===== src/design/ptfa_pkg.sv =====
// Shared constants, operation codes and status types for the paged translation block.
`default_nettype none

package ptfa_pkg;

    localparam int NUM_PROCS_DEF        = 16;
    localparam int PAGES_PER_PROC_DEF   = 1024;
    localparam int FRAME_COUNT_DEF      = 4096;
    localparam int PAGE_OFFSET_BITS_DEF = 12;

    localparam int VA_W     = 22;
    localparam int CMD_W    = 3;
    localparam int PIDIN_W  = 4;
    localparam int CNT_W    = 11;
    localparam int FLAGS_W  = 3;
    localparam int STATUS_W = 2;
    localparam int PHYS_OUT_W = 24;
    localparam int NEWID_W  = 4;
    localparam int IN_DATA_W  = 48;
    localparam int OUT_DATA_W = 32;

    localparam logic [CMD_W-1:0] CMD_READ   = 3'd0;
    localparam logic [CMD_W-1:0] CMD_WRITE  = 3'd1;
    localparam logic [CMD_W-1:0] CMD_MAP    = 3'd2;
    localparam logic [CMD_W-1:0] CMD_UNMAP  = 3'd3;
    localparam logic [CMD_W-1:0] CMD_FREE   = 3'd4;
    localparam logic [CMD_W-1:0] CMD_NEWPID = 3'd5;

    localparam logic [STATUS_W-1:0] ST_OK      = 2'd0;
    localparam logic [STATUS_W-1:0] ST_SEGV    = 2'd1;
    localparam logic [STATUS_W-1:0] ST_NOFRAME = 2'd2;
    localparam logic [STATUS_W-1:0] ST_NOPID   = 2'd3;

    localparam int PTE_READ_BIT    = 0;
    localparam int PTE_WRITE_BIT   = 1;
    localparam int PTE_PRESENT_BIT = 3;

    typedef enum logic [4:0] {
        OP_NONE,
        OP_CLEAR,
        OP_LOAD,
        OP_MOD_STEP,
        OP_PT_READ,
        OP_XL_OK,
        OP_FAULT,
        OP_FR_READ,
        OP_FR_NEXT,
        OP_NOFRAME,
        OP_MAP_WRITE,
        OP_UNMAP_WRITE,
        OP_TD_INIT,
        OP_TD_WRITE,
        OP_TD_END,
        OP_PID_ALLOC,
        OP_RESULT
    } op_t;

    typedef struct packed {
        logic [CMD_W-1:0] cmd;
        logic             clr_last;
        logic             mod_last;
        logic             run_end;
        logic             td_end;
        logic             present;
        logic             xl_ok;
        logic             srch_end;
        logic             fr_free;
        logic             out_free;
    } stat_t;

endpackage

`default_nettype wire


===== src/design/ptfa_ctrl.sv =====
// Controller state machine sequencing clearing, translation, map, unmap, teardown and id allocation.
`default_nettype none

module ptfa_ctrl (
    input  wire             clk,
    input  wire             rst_n,
    input  wire             in_valid,
    output logic            in_ready,
    input  ptfa_pkg::stat_t stat,
    output ptfa_pkg::op_t   op
);

    typedef enum logic [3:0] {
        S_CLEAR,
        S_IDLE,
        S_MOD,
        S_DISPATCH,
        S_XLATE,
        S_MAP_TEST,
        S_MAP_CHK,
        S_FR_SCAN,
        S_FR_CHK,
        S_UNMAP_TEST,
        S_UNMAP_CHK,
        S_TD_RD,
        S_TD_WR,
        S_FINISH
    } state_t;

    state_t state_reg;
    state_t state_next;

    always_comb
    begin
        op         = ptfa_pkg::OP_NONE;
        state_next = state_reg;
        case (state_reg)
            S_CLEAR:
            begin
                op = ptfa_pkg::OP_CLEAR;
                if (stat.clr_last)
                begin
                    state_next = S_IDLE;
                end
            end
            S_IDLE:
            begin
                if (in_valid)
                begin
                    op         = ptfa_pkg::OP_LOAD;
                    state_next = S_MOD;
                end
            end
            S_MOD:
            begin
                op = ptfa_pkg::OP_MOD_STEP;
                if (stat.mod_last)
                begin
                    state_next = S_DISPATCH;
                end
            end
            S_DISPATCH:
            begin
                case (stat.cmd)
                    ptfa_pkg::CMD_READ, ptfa_pkg::CMD_WRITE:
                    begin
                        op         = ptfa_pkg::OP_PT_READ;
                        state_next = S_XLATE;
                    end
                    ptfa_pkg::CMD_MAP:    state_next = S_MAP_TEST;
                    ptfa_pkg::CMD_UNMAP:  state_next = S_UNMAP_TEST;
                    ptfa_pkg::CMD_FREE:
                    begin
                        op         = ptfa_pkg::OP_TD_INIT;
                        state_next = S_TD_RD;
                    end
                    ptfa_pkg::CMD_NEWPID:
                    begin
                        op         = ptfa_pkg::OP_PID_ALLOC;
                        state_next = S_FINISH;
                    end
                    default:              state_next = S_FINISH;
                endcase
            end
            S_XLATE:
            begin
                if (stat.xl_ok)
                begin
                    op         = ptfa_pkg::OP_XL_OK;
                    state_next = S_FINISH;
                end
                else
                begin
                    op         = ptfa_pkg::OP_FAULT;
                    state_next = S_TD_RD;
                end
            end
            S_MAP_TEST:
            begin
                if (stat.run_end)
                begin
                    state_next = S_FINISH;
                end
                else
                begin
                    op         = ptfa_pkg::OP_PT_READ;
                    state_next = S_MAP_CHK;
                end
            end
            S_MAP_CHK:
            begin
                if (stat.present)
                begin
                    op         = ptfa_pkg::OP_FAULT;
                    state_next = S_TD_RD;
                end
                else
                begin
                    state_next = S_FR_SCAN;
                end
            end
            S_FR_SCAN:
            begin
                if (stat.srch_end)
                begin
                    op         = ptfa_pkg::OP_NOFRAME;
                    state_next = S_FINISH;
                end
                else
                begin
                    op         = ptfa_pkg::OP_FR_READ;
                    state_next = S_FR_CHK;
                end
            end
            S_FR_CHK:
            begin
                if (stat.fr_free)
                begin
                    op         = ptfa_pkg::OP_MAP_WRITE;
                    state_next = S_MAP_TEST;
                end
                else
                begin
                    op         = ptfa_pkg::OP_FR_NEXT;
                    state_next = S_FR_SCAN;
                end
            end
            S_UNMAP_TEST:
            begin
                if (stat.run_end)
                begin
                    state_next = S_FINISH;
                end
                else
                begin
                    op         = ptfa_pkg::OP_PT_READ;
                    state_next = S_UNMAP_CHK;
                end
            end
            S_UNMAP_CHK:
            begin
                if (stat.present)
                begin
                    op         = ptfa_pkg::OP_UNMAP_WRITE;
                    state_next = S_UNMAP_TEST;
                end
                else
                begin
                    op         = ptfa_pkg::OP_FAULT;
                    state_next = S_TD_RD;
                end
            end
            S_TD_RD:
            begin
                if (stat.td_end)
                begin
                    op         = ptfa_pkg::OP_TD_END;
                    state_next = S_FINISH;
                end
                else
                begin
                    op         = ptfa_pkg::OP_PT_READ;
                    state_next = S_TD_WR;
                end
            end
            S_TD_WR:
            begin
                op         = ptfa_pkg::OP_TD_WRITE;
                state_next = S_TD_RD;
            end
            S_FINISH:
            begin
                if (stat.out_free)
                begin
                    op         = ptfa_pkg::OP_RESULT;
                    state_next = S_IDLE;
                end
            end
            default:
            begin
                state_next = S_IDLE;
            end
        endcase
    end

    always_ff @(posedge clk or negedge rst_n)
    begin
        if (!rst_n)
        begin
            state_reg <= S_CLEAR;
        end
        else
        begin
            state_reg <= state_next;
        end
    end

    assign in_ready = (state_reg == S_IDLE);

endmodule

`default_nettype wire


===== config.mk =====
export PLATFORM = sky130hd
export DESIGN_NAME = ptfa_ctrl
export DESIGN_NICKNAME = d
export VERILOG_FILES = /design/src/design/ptfa_pkg.sv /design/src/design/ptfa_ctrl.sv
export SDC_FILE = /design/constraint.sdc
export NUM_CORES = 1
export LEC_CHECK = 0
export BUFFER_PORTS_ARGS = -buffer_cell sky130_fd_sc_hd__buf_2
export CORE_MARGIN = 5
export CORE_UTILIZATION = 35
export DETAILED_ROUTE_END_ITERATION = 10
export SLEW_MARGIN = 0
export SYNTH_ARGS = -nofsm -noshare
export SYNTH_HDL_FRONTEND = slang
export SYNTH_SLANG_ARGS = --single-unit

===== constraint.sdc =====
create_clock -name clk -period 4.6 [get_ports clk]
set_clock_uncertainty 0.1 [all_clocks]
set_input_delay 0.69 -clock clk [delete_from_list [all_inputs] [get_ports clk]]
set_output_delay 0.69 -clock clk [all_outputs]
set_load 0.1 [all_outputs]

==> impl_metrics.toml <==
[status]
status = "finished clean"

[clock_network]
postCtsHoldBufs = 0
cts_made_buffers = 3
clock-sinks = 4
cts_setup_buffers = 0
clk_latency_ns = 0.23
path_clk_slew_ns = 0.04
post_cts_resized = 0
root_buffer = "clkbuf_4"
cts.htree.levels = 1
cts.path.max_buffers = 2
cts_tree = "yes"

[die]
num_rows = 16
dieArea_um2 = 2966
pin_count = 21
initial_utilization_pct = 36.00
fp.dieH_um = 54.46
fp.dieW_um = 54.46
core_um2 = 1922

[detailed_routing]
wirelength_um = 1970
ant_nets = 0
drc_errors = 0
drt_iter0_drc = 20
vias = 842
dr.pass1.iters = 4
viasPerCell = 5.539
wire_per_inst_um = 12.96

[synthesis]
synth_edf_count = 0
synth_compound_area_share_pct = 38.16
yosys.area_share.xor_xnor_pct = 0
yosys_warnings = 0
netlist_top_cells_area = "dfrtp_1 (14%), nor2_1 (10%), nand2_1 (9.2%)"
ys_seq_area_share_pct = 14.47
async_flop_share_pct = 100.0
ys_types = 36
synth_ff_type = "dfrtp_1"
syn_avg_cell_area_um2 = 6.290
synth_seq_cells = 4
synth_fp_nets = 125
yosys.area.top_type_share_pct = 14.47
synthAdderAreaFrac_pct = 0
post_synth_and_or_nand_nor_area_fraction_pct = 38.16
syn_inst = 110
synth_mux_area_share_pct = 0
netlist_area_um2 = 691.9
synth_top_area_cell = "dfrtp_1"
synth_top_family_by_area = "compound AO/OA/AOI/OAI gates"

[global_route]
antenna_found_initial = 0
grt_util_all_layers_pct = 14.99
grt_pass1_wl_um = 3201
grt_start_max_net_pins = 26
grt_pass1_vias = 714
grt-ovfl-total = 0

[worst_setup_path]
critPathKind = "register to primary output"
critPathArrivalTime_ns = 2.21
worst_r2r_endpoint = "state_reg[0]"
start_kind = "register"
cp_cell_sequence = "and2b_1, nand2_1, o221a_1, nand4_1, buf_2"
cp_slowest_cell = "dfrtp_1"
cp-end-kind = "primary output"
path_max_fanout = 25
cp_data_required_time_ns = 3.81
slowest_delay_ns = 0.80
rrSetupSlack_ns = 2.63
r2r-start = "state_reg[3]"
r2r_cells = 5

[place]
dp_cells = 149
routabilityCongestion = 0.7976
dp_hpwl_um = 1485
port_buffers = 20
placed_cell_area_um2 = 773.2

[run]
cap_violations = 0

[finish]
nets = 142
fin_cells = 152
largest_reg_flops = 4
stdcell_area_um2 = 795.8
diodes = 0
final_common_cell = "buf_2"
area_delta_synth_final_pct = 15.01
drive_above_1_share_pct = 19.20
layout_common_cells = "buf_2 (20), nor2_1 (19), nand2_1 (17), o21ai_0 (11), a21oi_1 (6)"

[hold_path]
hp-class = "input port to asynchronous set/reset pin"

[timing]
setup-tns-final_ns = 0
rsz0062_at_grt = "false"
tightest_slew_ns = 0.7179
max_slew_margin_pct = 52.14
setup_viol = 0
hold_violations = 0
min_period_ns = 2.997
finalMaxSlewViolations = 0
period_share_pct = 65.15
max_freq_mhz = 333.7
routing by layer:
layer	vias to the layer above	wire length, µm	GRT usage (%)
met4	0	38	7.469
met2	20	891	22.51
met1	383	937	20.78
li1	435	-	-
met3	4	103	1.907
met5	-	0	0
layout make-up:
type                    instances  area (µm²)
repair buffers                 20       100.1
fillers                       248        1126
well taps                      27       33.78
multi-input cells              95       528.0
flip-flops and latches          4       100.1
clock buffers                   3       22.52
inverters                       3       11.26
kinds of logic (layout without fill, tap and decap cells):
logic type / after synthesis / count (layout)
and+or+nand+nor: 56 / 56
AOI/OAI and AO/OA: 39 / 39
buffers and inverters: 11 / 26
DFF: 4 / 4
worst max-delay path by stage:
stage,start,to,slack [ns],cells after the start
final,state_reg[3],op[2],1.60,5
after floorplan,stat[11],op[3],0.71,3
after global placement,stat[6],op[2],1.89,6
after global routing,state_reg[3],op[3],1.42,4
after detailed placement,stat[6],op[2],1.86,6
after CTS,state_reg[3],op[2],1.61,5
worst max-delay path: cells and delay by family (launching register included):
family	cells	cell delay, ns
AOI/OAI and AO/OA	1	0.27
buffers and inverters	1	0.43
DFF	1	0.80
and+or+nand+nor	3	0.47
Yosys cell counts (all sizes together), types with 3 or more instances:
| cell | count |
|---|---|
| nor2b | 4 |
| inv | 3 |
| a31oi | 3 |
| nand4 | 3 |
| a32oi | 3 |
| buf | 7 |
| a21oi | 6 |
| nand3 | 3 |
| o21ai | 11 |
| nor2 | 19 |
| dfrtp | 4 |
| nand2 | 17 |
per-stage QoR:
stage | util (%) | setup WS, ns | hold WS [ns]
floorplan | - | 0.7115 | 0.2944
global placement | 40.23 | 1.887 | 0.3946
detailed placement | 40.23 | 1.861 | 0.3966
CTS | 41.41 | 1.613 | 0.1445
global route | 41.41 | 1.421 | 0.1450
finish | 41.41 | 1.603 | 0.1497
Power is left out: the tool's default activity adds up to more than one toggle a clock period on the data nets, which glitch-free logic cannot reach.
